--- src/rtl/kbcf_pkg.sv ---
// Package for the keystroke burst code framer: sizes, register indexes,
// item, configuration, queue and write structs, and state enums.
// No dependencies; every rtl file but kbcf_ram refers to it by scoped names.
`default_nettype none

package kbcf_pkg;

  localparam int MAX_CODE_LEN = 64;
  localparam int IDX_W        = $clog2(MAX_CODE_LEN);
  localparam int LEN_W        = $clog2(MAX_CODE_LEN + 1);
  localparam int MIN_W        = 7;
  localparam int CMP_W        = (LEN_W > MIN_W) ? LEN_W : MIN_W;
  localparam int QUEUE_DEPTH  = 2;
  localparam int QPTR_W       = $clog2(QUEUE_DEPTH);
  localparam int QCNT_W       = $clog2(QUEUE_DEPTH + 1);

  localparam int CFG_IDX_W  = 2;
  localparam int CFG_DATA_W = 16;

  localparam logic [CFG_IDX_W-1:0] REG_GAP_TIMEOUT     = 2'd0;
  localparam logic [CFG_IDX_W-1:0] REG_MIN_CODE_LENGTH = 2'd1;
  localparam logic [CFG_IDX_W-1:0] REG_REPEAT_HOLD     = 2'd2;
  localparam logic [CFG_IDX_W-1:0] REG_SETTINGS_LOCKED = 2'd3;

  localparam logic [15:0] GAP_TIMEOUT_RST = 16'd100;
  localparam logic [6:0]  MIN_LENGTH_RST  = 7'd6;
  localparam logic [15:0] REPEAT_HOLD_RST = 16'd2000;

  localparam logic [7:0] CHAR_CR = 8'd13;
  localparam logic [7:0] CHAR_LF = 8'd10;

  localparam logic STATUS_ACCEPT = 1'b0;
  localparam logic STATUS_REJECT = 1'b1;

  typedef struct packed {
    logic        has_char;
    logic [7:0]  char_code;
    logic [31:0] now_time;
  } in_item_t;

  typedef struct packed {
    logic [7:0] code_char;
    logic       code_last;
    logic       status;
  } out_item_t;

  typedef struct packed {
    logic [15:0] gap_timeout;
    logic [6:0]  min_code_length;
    logic [15:0] repeat_hold;
    logic        settings_locked;
  } cfg_t;

  typedef struct packed {
    logic             reject;
    logic             bank;
    logic [LEN_W-1:0] len;
  } cmd_t;

  typedef struct packed {
    logic             en;
    logic             bank;
    logic [IDX_W-1:0] addr;
    logic [7:0]       data;
  } wr_t;

  typedef enum logic [1:0] {
    F_IDLE,
    F_WAIT,
    F_CMP
  } front_state_t;

  typedef enum logic {
    B_IDLE,
    B_RUN
  } back_state_t;

endpackage

`default_nettype wire

--- src/rtl/kbcf_ram.sv ---
// Generic single-write, single-read RAM with registered read data.
// No dependencies.
`default_nettype none

module kbcf_ram #(
  parameter int WIDTH = 8,
  parameter int DEPTH = 64
) (
  input  wire logic                     clk,
  input  wire logic                     we,
  input  wire logic [$clog2(DEPTH)-1:0] waddr,
  input  wire logic [WIDTH-1:0]         wdata,
  input  wire logic [$clog2(DEPTH)-1:0] raddr,
  output logic      [WIDTH-1:0]         rdata
);

  logic [WIDTH-1:0] mem [DEPTH];

  always_ff @(posedge clk) begin
    if (we) begin
      mem[waddr] <= wdata;
    end
    rdata <= mem[raddr];
  end

endmodule

`default_nettype wire

--- src/rtl/kbcf_front.sv ---
// Front end: accepts events, tracks the open burst and the previous code,
// compares a closed burst with the previous code, and queues run commands.
// Depends on kbcf_pkg.
`default_nettype none

module kbcf_front (
  input  wire logic                       clk,
  input  wire logic                       rst_n,
  input  wire kbcf_pkg::cfg_t             cfg,
  input  wire logic                       in_valid,
  output logic                            in_ready,
  input  wire kbcf_pkg::in_item_t         in_data,
  output kbcf_pkg::wr_t                   wr,
  output logic [kbcf_pkg::IDX_W-1:0]      cmp_addr,
  input  wire logic [7:0]                 rdata0,
  input  wire logic [7:0]                 rdata1,
  input  wire logic                       back_idle,
  output logic                            cmd_push,
  output kbcf_pkg::cmd_t                  cmd
);

  kbcf_pkg::front_state_t state_r, state_nxt;

  logic [kbcf_pkg::LEN_W-1:0] blen_r, blen_nxt;
  logic [31:0]                lct_r, lct_nxt;
  logic [kbcf_pkg::LEN_W-1:0] prev_len_r, prev_len_nxt;
  logic [31:0]                clr_r, clr_nxt;
  logic                       bsel_r, bsel_nxt;
  logic [31:0]                now_r, now_nxt;
  logic [kbcf_pkg::LEN_W-1:0] clen_r, clen_nxt;
  logic [kbcf_pkg::LEN_W-1:0] iss_r, iss_nxt;
  logic                       pend_r, pend_nxt;

  logic                       acc;
  logic                       take;
  logic                       room;
  logic [kbcf_pkg::LEN_W-1:0] len_a;
  logic [31:0]                lct_a;
  logic                       gap_hit;
  logic                       hold_hit;
  logic                       qual;
  logic [7:0]                 burst_byte;
  logic [7:0]                 prev_byte;
  logic                       commit;

  assign acc  = in_valid && in_ready;
  assign take = in_data.has_char && (in_data.char_code != kbcf_pkg::CHAR_CR)
                && (in_data.char_code != kbcf_pkg::CHAR_LF);
  assign room = blen_r < kbcf_pkg::LEN_W'(kbcf_pkg::MAX_CODE_LEN);
  assign len_a = (take && room) ? blen_r + kbcf_pkg::LEN_W'(1) : blen_r;
  assign lct_a = take ? in_data.now_time : lct_r;
  assign gap_hit  = (in_data.now_time - lct_a) > {16'd0, cfg.gap_timeout};
  assign hold_hit = (in_data.now_time - clr_r) > {16'd0, cfg.repeat_hold};
  assign qual = kbcf_pkg::CMP_W'(len_a) >= kbcf_pkg::CMP_W'(cfg.min_code_length);

  assign burst_byte = bsel_r ? rdata1 : rdata0;
  assign prev_byte  = bsel_r ? rdata0 : rdata1;

  assign wr.en   = acc && take && room;
  assign wr.bank = bsel_r;
  assign wr.addr = blen_r[kbcf_pkg::IDX_W-1:0];
  assign wr.data = in_data.char_code;

  assign cmp_addr   = iss_r[kbcf_pkg::IDX_W-1:0];
  assign cmd.reject = !cfg.settings_locked;
  assign cmd.bank   = bsel_r;
  assign cmd.len    = clen_r;

  always_ff @(posedge clk) begin
    if (!rst_n) begin
      state_r    <= kbcf_pkg::F_IDLE;
      blen_r     <= '0;
      lct_r      <= '0;
      prev_len_r <= '0;
      clr_r      <= '0;
      bsel_r     <= 1'b0;
      pend_r     <= 1'b0;
    end else begin
      state_r    <= state_nxt;
      blen_r     <= blen_nxt;
      lct_r      <= lct_nxt;
      prev_len_r <= prev_len_nxt;
      clr_r      <= clr_nxt;
      bsel_r     <= bsel_nxt;
      pend_r     <= pend_nxt;
    end
    now_r  <= now_nxt;
    clen_r <= clen_nxt;
    iss_r  <= iss_nxt;
  end

  always_comb begin
    state_nxt    = state_r;
    blen_nxt     = blen_r;
    lct_nxt      = lct_r;
    prev_len_nxt = prev_len_r;
    clr_nxt      = clr_r;
    bsel_nxt     = bsel_r;
    now_nxt      = now_r;
    clen_nxt     = clen_r;
    iss_nxt      = iss_r;
    pend_nxt     = pend_r;
    in_ready     = 1'b0;
    commit       = 1'b0;

    unique case (state_r)
      kbcf_pkg::F_IDLE: begin
        in_ready = 1'b1;
        if (in_valid) begin
          blen_nxt = len_a;
          lct_nxt  = lct_a;
          if (len_a != '0) begin
            if (gap_hit) begin
              blen_nxt = '0;
              lct_nxt  = in_data.now_time;
              if (qual) begin
                clen_nxt  = len_a;
                now_nxt   = in_data.now_time;
                state_nxt = kbcf_pkg::F_WAIT;
              end
            end
          end else if (hold_hit) begin
            prev_len_nxt = '0;
            clr_nxt      = in_data.now_time;
          end
        end
      end
      kbcf_pkg::F_WAIT: begin
        iss_nxt  = '0;
        pend_nxt = 1'b0;
        if (back_idle) begin
          if (clen_r != prev_len_r) begin
            commit    = 1'b1;
            state_nxt = kbcf_pkg::F_IDLE;
          end else begin
            state_nxt = kbcf_pkg::F_CMP;
          end
        end
      end
      kbcf_pkg::F_CMP: begin
        if (iss_r < clen_r) begin
          iss_nxt  = iss_r + kbcf_pkg::LEN_W'(1);
          pend_nxt = 1'b1;
        end else begin
          pend_nxt = 1'b0;
        end
        if (pend_r && (burst_byte != prev_byte)) begin
          commit    = 1'b1;
          pend_nxt  = 1'b0;
          state_nxt = kbcf_pkg::F_IDLE;
        end else if (pend_r && (iss_r == clen_r)) begin
          state_nxt = kbcf_pkg::F_IDLE;
        end
      end
      default: state_nxt = kbcf_pkg::F_IDLE;
    endcase

    if (commit) begin
      clr_nxt      = now_r;
      prev_len_nxt = clen_r;
      bsel_nxt     = !bsel_r;
    end
    cmd_push = commit;
  end

endmodule

`default_nettype wire

--- src/rtl/kbcf_fifo.sv ---
// Short command queue between the front end and the back end.
// Depends on kbcf_pkg.
`default_nettype none

module kbcf_fifo (
  input  wire logic           clk,
  input  wire logic           rst_n,
  input  wire logic           push,
  input  wire kbcf_pkg::cmd_t din,
  input  wire logic           pop,
  output kbcf_pkg::cmd_t      dout,
  output logic                empty
);

  kbcf_pkg::cmd_t entry_r [kbcf_pkg::QUEUE_DEPTH];

  logic [kbcf_pkg::QPTR_W-1:0] wptr_r, wptr_nxt;
  logic [kbcf_pkg::QPTR_W-1:0] rptr_r, rptr_nxt;
  logic [kbcf_pkg::QCNT_W-1:0] cnt_r, cnt_nxt;
  logic                        do_push;
  logic                        do_pop;

  assign empty   = (cnt_r == '0);
  assign do_push = push && (cnt_r != kbcf_pkg::QCNT_W'(kbcf_pkg::QUEUE_DEPTH));
  assign do_pop  = pop && !empty;
  assign dout    = entry_r[rptr_r];

  always_comb begin
    wptr_nxt = wptr_r;
    rptr_nxt = rptr_r;
    cnt_nxt  = cnt_r;
    if (do_push) begin
      wptr_nxt = (wptr_r == kbcf_pkg::QPTR_W'(kbcf_pkg::QUEUE_DEPTH - 1)) ? '0
                 : wptr_r + kbcf_pkg::QPTR_W'(1);
    end
    if (do_pop) begin
      rptr_nxt = (rptr_r == kbcf_pkg::QPTR_W'(kbcf_pkg::QUEUE_DEPTH - 1)) ? '0
                 : rptr_r + kbcf_pkg::QPTR_W'(1);
    end
    case ({do_push, do_pop})
      2'b10:   cnt_nxt = cnt_r + kbcf_pkg::QCNT_W'(1);
      2'b01:   cnt_nxt = cnt_r - kbcf_pkg::QCNT_W'(1);
      default: cnt_nxt = cnt_r;
    endcase
  end

  always_ff @(posedge clk) begin
    if (!rst_n) begin
      wptr_r <= '0;
      rptr_r <= '0;
      cnt_r  <= '0;
    end else begin
      wptr_r <= wptr_nxt;
      rptr_r <= rptr_nxt;
      cnt_r  <= cnt_nxt;
    end
    if (do_push) begin
      entry_r[wptr_r] <= din;
    end
  end

endmodule

`default_nettype wire

--- src/rtl/kbcf_back.sv ---
// Back end: takes run commands from the queue and emits either the code
// characters from the selected bank or one rejection item.
// Depends on kbcf_pkg.
`default_nettype none

module kbcf_back (
  input  wire logic                   clk,
  input  wire logic                   rst_n,
  input  wire logic                   cmd_empty,
  input  wire kbcf_pkg::cmd_t         cmd_dout,
  output logic                        cmd_pop,
  output logic                        rd_active,
  output logic [kbcf_pkg::IDX_W-1:0]  rd_addr,
  input  wire logic [7:0]             rdata0,
  input  wire logic [7:0]             rdata1,
  output logic                        idle,
  output logic                        out_valid,
  input  wire logic                   out_ready,
  output kbcf_pkg::out_item_t         out_data
);

  kbcf_pkg::back_state_t state_r, state_nxt;

  kbcf_pkg::cmd_t             cmd_r, cmd_nxt;
  logic [kbcf_pkg::LEN_W-1:0] idx_r, idx_nxt;
  logic                       rd_ok_r, rd_ok_nxt;
  logic                       ov_r, ov_nxt;
  kbcf_pkg::out_item_t        od_r, od_nxt;

  logic       out_free;
  logic       last;
  logic [7:0] rbyte;

  assign out_free  = !ov_r || out_ready;
  assign last      = (idx_r + kbcf_pkg::LEN_W'(1)) == cmd_r.len;
  assign rbyte     = cmd_r.bank ? rdata1 : rdata0;
  assign rd_addr   = idx_r[kbcf_pkg::IDX_W-1:0];
  assign idle      = (state_r == kbcf_pkg::B_IDLE);
  assign out_valid = ov_r;
  assign out_data  = od_r;

  always_ff @(posedge clk) begin
    if (!rst_n) begin
      state_r <= kbcf_pkg::B_IDLE;
      rd_ok_r <= 1'b0;
      ov_r    <= 1'b0;
    end else begin
      state_r <= state_nxt;
      rd_ok_r <= rd_ok_nxt;
      ov_r    <= ov_nxt;
    end
    cmd_r <= cmd_nxt;
    idx_r <= idx_nxt;
    od_r  <= od_nxt;
  end

  always_comb begin
    state_nxt = state_r;
    cmd_nxt   = cmd_r;
    idx_nxt   = idx_r;
    rd_ok_nxt = rd_ok_r;
    ov_nxt    = ov_r && !out_ready;
    od_nxt    = od_r;
    cmd_pop   = 1'b0;
    rd_active = 1'b0;

    unique case (state_r)
      kbcf_pkg::B_IDLE: begin
        if (!cmd_empty) begin
          if (cmd_dout.reject) begin
            if (out_free) begin
              cmd_pop          = 1'b1;
              ov_nxt           = 1'b1;
              od_nxt.code_char = '0;
              od_nxt.code_last = 1'b1;
              od_nxt.status    = kbcf_pkg::STATUS_REJECT;
            end
          end else begin
            cmd_pop   = 1'b1;
            cmd_nxt   = cmd_dout;
            idx_nxt   = '0;
            rd_ok_nxt = 1'b0;
            state_nxt = kbcf_pkg::B_RUN;
          end
        end
      end
      kbcf_pkg::B_RUN: begin
        rd_active = 1'b1;
        rd_ok_nxt = 1'b1;
        if (rd_ok_r && out_free) begin
          ov_nxt           = 1'b1;
          od_nxt.code_char = rbyte;
          od_nxt.code_last = last;
          od_nxt.status    = kbcf_pkg::STATUS_ACCEPT;
          idx_nxt          = idx_r + kbcf_pkg::LEN_W'(1);
          rd_ok_nxt        = 1'b0;
          if (last) begin
            state_nxt = kbcf_pkg::B_IDLE;
          end
        end
      end
      default: state_nxt = kbcf_pkg::B_IDLE;
    endcase
  end

endmodule

`default_nettype wire

--- src/rtl/keystroke_burst_code_framer.sv ---
// Top level of the keystroke burst code framer: configuration registers,
// two code banks, front end, command queue and back end.
// Depends on kbcf_pkg, kbcf_ram, kbcf_front, kbcf_fifo, kbcf_back.
//
//   channel  ports                               payload
//   in       in_valid / in_ready                 in_data  (kbcf_pkg::in_item_t)
//   out      out_valid / out_ready               out_data (kbcf_pkg::out_item_t)
//   cfg      cfg_wr_en, cfg_index                cfg_data (16 bits)
//
// Every event is taken while the front end is idle. After the closing event of
// a qualifying burst it waits until the back end has finished its run and the
// queue is empty, then pushes a command if lengths differ, else runs a byte
// compare over the two banks. The back end emits the code characters through
// its output register, or one rejection item. Reset is synchronous and needs
// no clearing pass; out_ready stalls the back end, and through it the front end
// at the next closing event of a qualifying burst.
`default_nettype none

module keystroke_burst_code_framer (
  input  wire logic                          clk,
  input  wire logic                          rst_n,
  input  wire logic                          in_valid,
  output logic                               in_ready,
  input  wire kbcf_pkg::in_item_t            in_data,
  output logic                               out_valid,
  input  wire logic                          out_ready,
  output kbcf_pkg::out_item_t                out_data,
  input  wire logic                          cfg_wr_en,
  input  wire logic [kbcf_pkg::CFG_IDX_W-1:0]  cfg_index,
  input  wire logic [kbcf_pkg::CFG_DATA_W-1:0] cfg_data
);

  kbcf_pkg::cfg_t cfg_r, cfg_nxt;

  kbcf_pkg::wr_t              wr;
  kbcf_pkg::cmd_t             cmd_in;
  kbcf_pkg::cmd_t             cmd_out;
  logic                       cmd_push;
  logic                       cmd_pop;
  logic                       cmd_empty;
  logic                       back_sm_idle;
  logic                       back_idle;
  logic                       rd_active;
  logic [kbcf_pkg::IDX_W-1:0] cmp_addr;
  logic [kbcf_pkg::IDX_W-1:0] emit_addr;
  logic [kbcf_pkg::IDX_W-1:0] raddr;
  logic [7:0]                 rdata0;
  logic [7:0]                 rdata1;

  always_comb begin
    cfg_nxt = cfg_r;
    if (cfg_wr_en) begin
      unique case (cfg_index)
        kbcf_pkg::REG_GAP_TIMEOUT:     cfg_nxt.gap_timeout     = cfg_data[15:0];
        kbcf_pkg::REG_MIN_CODE_LENGTH: cfg_nxt.min_code_length = cfg_data[6:0];
        kbcf_pkg::REG_REPEAT_HOLD:     cfg_nxt.repeat_hold     = cfg_data[15:0];
        kbcf_pkg::REG_SETTINGS_LOCKED: cfg_nxt.settings_locked = cfg_data[0];
        default:                       cfg_nxt = cfg_r;
      endcase
    end
  end

  always_ff @(posedge clk) begin
    if (!rst_n) begin
      cfg_r.gap_timeout     <= kbcf_pkg::GAP_TIMEOUT_RST;
      cfg_r.min_code_length <= kbcf_pkg::MIN_LENGTH_RST;
      cfg_r.repeat_hold     <= kbcf_pkg::REPEAT_HOLD_RST;
      cfg_r.settings_locked <= 1'b0;
    end else begin
      cfg_r <= cfg_nxt;
    end
  end

  assign back_idle = back_sm_idle && cmd_empty;
  assign raddr     = rd_active ? emit_addr : cmp_addr;

  kbcf_ram #(
    .WIDTH (8),
    .DEPTH (kbcf_pkg::MAX_CODE_LEN)
  ) u_bank0 (
    .clk   (clk),
    .we    (wr.en && !wr.bank),
    .waddr (wr.addr),
    .wdata (wr.data),
    .raddr (raddr),
    .rdata (rdata0)
  );

  kbcf_ram #(
    .WIDTH (8),
    .DEPTH (kbcf_pkg::MAX_CODE_LEN)
  ) u_bank1 (
    .clk   (clk),
    .we    (wr.en && wr.bank),
    .waddr (wr.addr),
    .wdata (wr.data),
    .raddr (raddr),
    .rdata (rdata1)
  );

  kbcf_front u_front (
    .clk       (clk),
    .rst_n     (rst_n),
    .cfg       (cfg_r),
    .in_valid  (in_valid),
    .in_ready  (in_ready),
    .in_data   (in_data),
    .wr        (wr),
    .cmp_addr  (cmp_addr),
    .rdata0    (rdata0),
    .rdata1    (rdata1),
    .back_idle (back_idle),
    .cmd_push  (cmd_push),
    .cmd       (cmd_in)
  );

  kbcf_fifo u_queue (
    .clk   (clk),
    .rst_n (rst_n),
    .push  (cmd_push),
    .din   (cmd_in),
    .pop   (cmd_pop),
    .dout  (cmd_out),
    .empty (cmd_empty)
  );

  kbcf_back u_back (
    .clk       (clk),
    .rst_n     (rst_n),
    .cmd_empty (cmd_empty),
    .cmd_dout  (cmd_out),
    .cmd_pop   (cmd_pop),
    .rd_active (rd_active),
    .rd_addr   (emit_addr),
    .rdata0    (rdata0),
    .rdata1    (rdata1),
    .idle      (back_sm_idle),
    .out_valid (out_valid),
    .out_ready (out_ready),
    .out_data  (out_data)
  );

endmodule

`default_nettype wire
--- config.mk ---
export PLATFORM = sky130hd
export DESIGN_NAME = keystroke_burst_code_framer
export DESIGN_NICKNAME = d
export VERILOG_FILES = /design/src/rtl/kbcf_pkg.sv /design/src/rtl/kbcf_ram.sv /design/src/rtl/kbcf_front.sv /design/src/rtl/kbcf_fifo.sv /design/src/rtl/kbcf_back.sv /design/src/rtl/keystroke_burst_code_framer.sv
export SDC_FILE = /design/constraint.sdc
export NUM_CORES = 2
export LEC_CHECK = 0
export BUFFER_PORTS_ARGS = -buffer_cell sky130_fd_sc_hd__buf_2
export CORE_MARGIN = 3
export CORE_UTILIZATION = 57
export CTS_CLUSTER_DIAMETER = 60
export DETAILED_ROUTE_END_ITERATION = 7
export GPL_ROUTABILITY_DRIVEN = 0
export GPL_TIMING_DRIVEN = 0
export PLACE_DENSITY = 0.76
export RECOVER_POWER = 100
export SYNTH_ARGS = -nofsm -noshare
export SYNTH_HDL_FRONTEND = slang
export SYNTH_SLANG_ARGS = --single-unit
--- constraint.sdc ---
create_clock -name clk -period 7.47 [get_ports clk]
set_input_delay 0.3735 -clock clk [delete_from_list [all_inputs] [get_ports clk]]
set_output_delay 0.3735 -clock clk [all_outputs]
set_load 0.01 [all_outputs]
* After elaboration in Yosys (flattened, before gate mapping)
Memories as Yosys holds them, arrays and structs flattened. A register that Yosys moved wholly into a read port is not among the register bits.
Index checks and enable logic that the tools add are counted.
** Word-level totals
- Register bits after elaboration :: 200
- Bits in writable memories :: 1042
- Word-level logic and storage cells :: 194
- Memories :: 3
** Memories
- u_bank0.mem :: words 64, bits a word 8, rd ports 1, clocked after Yosys merged registers in 1, wr ports 1, line kbcf_ram.sv:17 : logic [WIDTH-1:0] mem [DEPTH];
- u_bank1.mem :: words 64, bits a word 8, rd ports 1, clocked after Yosys merged registers in 1, wr ports 1, line kbcf_ram.sv:17
- u_queue.entry_r :: words 2, bits a word 9, rd ports 1, clocked after Yosys merged registers in 1, wr ports 1, line kbcf_fifo.sv:15 : kbcf_pkg::cmd_t entry_r [kbcf_pkg::QUEUE_DEPTH];
** Cells by class
- Add/sub/neg operators :: 9
- Order comparisons :: 5
- Eq/ne operators :: 27
- Muxes and demuxes :: 78
- Bitwise logic cells :: 3
- Reductions and logical operators :: 43
** Operators with widths (number)
- 32-bit 2-to-1 mux :: 8
- 7-bit 2-to-1 mux :: 12
- 32-bit by 16-bit greater-than comparator with 1-bit output :: 2
- 32-bit subtractor :: 2
- 10-bit 2-to-1 mux :: 4
- 1-bit 2-to-1 mux :: 32
- 7-bit case mux with 2 select lines :: 2
- 8-bit 2-to-1 mux :: 3
- 7-bit by 1-bit adder with 7-bit output, second input constant :: 3
- 10-bit case mux with 2 select lines :: 1
- 2-bit 2-to-1 mux :: 8
- 8-bit by 4-bit inequality test with 1-bit output, second input constant :: 2
- 1-bit logical AND :: 15
- 7-bit equality test :: 2
- 2-bit inequality test, second input constant :: 7
- 2-bit AND reduction :: 7
- 2-bit by 1-bit inequality test with 1-bit output, second input constant :: 6
- 1-bit case mux with 2 select lines :: 5
- 2-bit nonzero test :: 5
- 2-bit equality test, second input constant :: 4
- 8-bit inequality test :: 1
- 4-bit AND reduction :: 2
- 7-bit >= comparator :: 1
- 7-bit less-than comparator :: 1
- other kinds (18) :: 30

* Logic depth before layout (Yosys ltp)
- Depth after elaboration :: 11
- Mapped depth :: 31

* Modules after synthesis
Synthesis repeated with hierarchy kept, for this count alone.
** Unflattened totals
- Cells, all modules :: 3633
- Area, all modules :: 55542.0 µm²
** Modules (own cells, without submodules)
- kbcf_ram :: instances 2, cells each 940, area each 20166.8 µm², sequential area each 15534.9 µm²
- kbcf_front :: instances 1, cells each 1418, area each 11269.6 µm², sequential area each 3022.9 µm²
- keystroke_burst_code_framer :: instances 1, cells each 174, area each 1707.9 µm², sequential area each 800.8 µm²
- kbcf_back :: instances 1, cells each 108, area each 1353.8 µm², sequential area each 810.8 µm²
- kbcf_fifo :: instances 1, cells each 53, area each 877.1 µm², sequential area each 640.6 µm²

* Worst setup path after synthesis
OpenSTA, ideal clock, no wires.
- Kind :: input -> register
- Start :: input in_data[32] (netlist name)
- End :: register u_front.clen_r[0] (netlist name), enable pin
- Library setup time :: 0.484 ns
- Data arrival time :: 7.395 ns
- Setup slack :: -0.409 ns
- Cell stages on the path :: 26
- Buffers on the path :: 4
- Path through :: and3b_1 > o211a_4 > nor2_1 > buf_2 > clkbuf_1 > clkbuf_1 > mux2i_1 > ha_1 > and3_1 > and2_1 > a21oi_1 > o31ai_1 > a21oi_1 > xnor2_1 > ha_1 > nand4_1 > nor2_1 > o221ai_1 > a31oi_1 > nor4_1 > nand4bb_1 > nor4_1 > nand4b_4 > nor4b_2 > buf_2 > nor3_1
** On the way
- Word-level cells in the longest chain between the ends :: 7
- Elaborated cells on any way between the ends :: 12
** RTL lines
- start, declared :: line keystroke_burst_code_framer.sv:24 : input wire kbcf_pkg::in_item_t in_data,
- 8-bit by 4-bit inequality test with 1-bit output :: line kbcf_front.sv:47 : assign take = in_data.has_char && (in_data.char_code != kbcf_pkg::CHAR_CR)
- 1-bit logical AND :: line kbcf_front.sv:47
- 1-bit logical AND * :: line kbcf_front.sv:48 : && (in_data.char_code != kbcf_pkg::CHAR_LF);
- 32-bit 2-to-1 mux or 1-bit logical AND (tied branches) :: line kbcf_front.sv:51, kbcf_front.sv:50
- 32-bit subtractor or 7-bit 2-to-1 mux (tied branches) :: line kbcf_front.sv:52, kbcf_front.sv:50
- 32-bit by 16-bit greater-than comparator with 1-bit output (tied with other cells) :: line kbcf_front.sv:52 : assign gap_hit = (in_data.now_time - lct_a) > {16'd0, cfg.gap_timeout};
- 5-bit AND reduction (no source line) *
- end signal, assigned :: line kbcf_front.sv:88 : clen_r <= clen_nxt;
- end, declared :: line kbcf_front.sv:30 : logic [kbcf_pkg::LEN_W-1:0] clen_r, clen_nxt;
Every way passes the cells marked *; elsewhere a longest branch is shown, timed or not.
A chain may end at the register's enable or synchronous reset.

* Final worst setup path
- Start :: input in_data[32] (netlist name)
- End :: register u_front.now_r[27], enable pin
** On the way
- Word-level cells in the longest chain between the ends :: 7
- Elaborated cells on any way between the ends :: 12
** RTL lines
- 8-bit by 4-bit inequality test with 1-bit output :: line kbcf_front.sv:47
- 1-bit logical AND :: line kbcf_front.sv:47
- 1-bit logical AND * :: line kbcf_front.sv:48
- 32-bit 2-to-1 mux or 1-bit logical AND (tied branches) :: line kbcf_front.sv:51, kbcf_front.sv:50
- 32-bit subtractor or 7-bit 2-to-1 mux (tied branches) :: line kbcf_front.sv:52, kbcf_front.sv:50
- 32-bit by 16-bit greater-than comparator with 1-bit output (tied with other cells) :: line kbcf_front.sv:52
- 5-bit AND reduction (no source line) *
- end signal, assigned :: line kbcf_front.sv:87 : now_r <= now_nxt;
- end, declared :: line kbcf_front.sv:29 : logic [31:0] now_r, now_nxt;
Marks and branches as above.

==> impl_results.md <==
- Die width: 315.8 µm
- DR WL/cell: 27.94 µm
- Worst-path clk slew: 0.06 ns
- Main combinational cell family by area after synthesis: multiplexers
- Final worst path period share: 0.9604
- Placed instance area: 56,950 µm²
- Crit path from: in_data[32]
- Layout Cells excl Fill: 5,251
- Initial DRC Count: 4,711
- Synthesized area: 54,690 µm²
- Row count: 112
- H-tree levels: 3
- WP buf/inv: 9
- Die height: 315.8 µm
- TritonCTS sink count: 1,259
- Area growth from synthesis to layout: 12.66%
- Placed insts: 4,968
- Routed vias/inst: 6.537
- Mux share of post-synthesis cell area: 0.1269
- Register area share after synthesis: 0.6645
- Post-DRT Antenna Nets: 0
- Final setup vio count: 0
- Largest net degree at the start of global routing: 86
- Rel. slew slack: -0.3892
- Final hold vios: 0
- Primary FF master, synth: edfxtp_1
- Peak supply drop: 0.2374 mV
- Crit start category: primary input
- Fmax: 0.1394 GHz
- FFs w/ async S/R, synth: 0
- Number of global-route vias before repair: 32,987
- MaxCap Viol Count: 6
- Netlist cell types: 90
- Hold path start: in_data[33]
- CP Capture Type: register
- Synth warnings: 0
- P per Cell Area: 266.4 nW/µm²
- Initial DRT Pass Iterations: 6
- Initial Utilization: 0.5808
- Fill count: 6,455
- Core area: 94,170 µm²
- Synthesized-area fraction occupied by adder cells: 0.02439
- DRC Markers: 0
- CTS tree: built
- Design area: 61,620 µm²
- Syn_nets: 3,799
- Leak: 20.19 nW
- Worst Hold Path EP: u_bank1.mem[39][1]
- CP delay by family, top: simple AND/OR/NAND/NOR gates
- Mean post-synth cell area: 15.07 µm²
- Reg2Reg Depth: 30
- Compound-gate portion of the synthesized area: 0.07176
- I/O Pins: 76
- Worst Slack Setup Final: 0.2957 ns
- Synthesized netlist cell count: 3,629
- TritonCTS Buffers: 119
- Overall routing resource usage: 0.2902
- Arr. time, crit path: 7.62 ns
- Post-DP HPWL: 95,030 µm
- Flop2flop setup slack: 0.89 ns
- CP max FO: 58
- Worst-Skew Late Latency: 0.75 ns
- First-pass GRT wire length: 212,700 µm
- Post-Route WL: 146,700 µm
- Initial antenna violation count: 6
- Layout Skew: 0.06893 ns
- CP peak stage delay: 0.38 ns
- Crit path time final: 7.174 ns
- Clk buf depth: 3
- Violated checks: capacitance limit, slew limit
- Post-synthesis register bit count: 1,259
- Status: finished with violations
- Most frequent CP cell: ha_1
- Reg2reg start: u_front.clr_r[0]
- Grt total ovfl: 0
- Reg2reg end: u_front.clr_r[26]
- Worst Path Required: 7.92 ns
- Die area: 99,710 µm²
- Nets: 4,058
- Hold Crit Class: primary input to register
- Via count: 34,325
- WS Path Type: primary input to register
- XOR/XNOR Fraction of Synth Area: 0.01295
- Share of cells above drive strength 1: 0.1385
- Worst slew pin tran: 2.084 ns
- Clk root buf: clkbuf_16
- IO Port Bufs: 73
- Simple-gate share of the synthesized area: 0.07789
- Post-synth EDFFs: 1,113
- Slowest-stage cell, CP: o211ai_2
- Fin. max-slew vios: 150
- Dpl ws: -1.766 ns
- Hold path depth: 1
[cell type report]
type,instances,area (µm²),share of cell area
antenna,3,7.507,0.0001218
buffer,190,754.5,0.01224
clock buffer,138,3049,0.04948
clock inverter,89,1105,0.01793
inverter,111,416.7,0.006762
multi-input combinational,2069,17230,0.2796
sequential,1259,36340,0.5898
tap,1254,1569,0.02546
timing repair buffer,138,1145,0.01858
[stage by stage]
step                      utilization  total power [mW]  hold WS [ns]    TNS, ns
final                          0.6544             16.41       0.03205          0
after detailed placement       0.6048             10.09        0.4472    -116.40
after floorplan                     -             9.309        0.4341          0
after CTS                      0.6545             16.38      0.004380          0
after global placement         0.6014             10.05        0.4441    -222.04
after global routing           0.6543             16.83       0.01668  -0.001657
[layer usage]
| layer | up-vias | routed length [µm] | track usage |
|---|---|---|---|
| met4 | 10 | 6681 | 0.1146 |
| met3 | 417 | 16810 | 0.07511 |
| met5 | - | 67 | 0 |
| li1 | 14624 | - | - |
| met1 | 17034 | 54610 | 0.3915 |
| met2 | 2240 | 68550 | 0.4574 |
[cells in the mapped netlist (25+ instances only)]
library cell / count / area share
edfxtp_1: 1113 / 0.61
nand2_1: 342 / 0.023
mux4_2: 256 / 0.11
nor2_1: 230 / 0.016
a21oi_1: 180 / 0.016
dfxtp_1: 146 / 0.053
clkbuf_1: 128 / 0.0088
inv_1: 111 / 0.0076
o21ai_0: 111 / 0.010
ha_1: 105 / 0.024
mux2i_1: 104 / 0.019
a211oi_1: 90 / 0.012
and2_1: 78 / 0.0089
nand3_1: 51 / 0.0047
buf_1: 43 / 0.0030
xor2_1: 43 / 0.0069
a31oi_1: 41 / 0.0047
xnor2_1: 36 / 0.0058
nor3_1: 35 / 0.0032
a311oi_1: 32 / 0.0051
nor2b_1: 27 / 0.0031
nand2b_1: 26 / 0.0030
nand4_1: 25 / 0.0029
[registers in the layout, summed over array words and instances (netlist names), 8 cells and up, named ones only]
name and cells:
u_bank0.rdata 8, u_front.now_r 32, u_bank1.rdata 8, u_front.clr_r 32, u_front.lct_r 32, u_bank1.mem 512, u_queue.entry_r 18, u_back.out_data 10
u_back.cmd_r 8, u_bank0.mem 512, cfg_r 40
[how the worst max path moves through the flow]
stage	end	cells past startpoint	slack, ns
after CTS	u_front.now_r[31]	30	0.08
after global placement	u_front.now_r[27]	27	-3.36
final	u_front.now_r[27]	31	0.30
after detailed placement	u_front.now_r[27]	28	-1.77
after global routing	u_front.lct_r[26]	29	-0.002
after floorplan	u_front.clen_r[0]	26	0.80
[repair_timing]
| item | CTS | global route |
|---|---|---|
| setup buffers | 2 | 0 |
| setup endpoints to repair | 80 | 80 |
| resized for setup | 12 | 20 |
| pin swaps | 1 | 0 |
| gates cloned | 0 | 4 |
| hold buffers | 46 | 1 |
| endpoints found under the hold margin | 92 | 3 |
[power breakdown]
part	leakage [nW]	switching (mW)	internal [mW]	total, mW
logic	7.00	1.43	0.836	2.26
clock network	2.01	2.73	3.63	6.36
registers	11.2	0.0575	7.73	7.79
[cell usage in the layout, fill, tap and decap left out, types with 24 or more instances in the layout]
master	instances
a211oi_1	90
a21oi_1	179
a311oi_1	32
a31oi_1	41
and2_1	73
buf_1	33
buf_2	32
clkbuf_1	208
clkbuf_16	120
clkinv_2	24
dfxtp_1	146
dlygate4sd3_1	47
edfxtp_1	1113
ha_1	104
inv_1	111
mux2i_1	104
mux4_2	256
nand2_1	342
nand2b_1	26
nand3_1	51
nand4_1	25
nor2_1	230
nor2b_1	26
nor3_1	32
o21ai_0	111
xnor2_1	36
xor2_1	43
[cell families after synthesis]
kind of cell	Yosys count
buf+inv	301
simple gates	908
mux	372
xor+xnor	80
flops	1259
fa+ha+maj	106
compound gates	603
No activity file was read; power rests on OpenSTA's default activity.
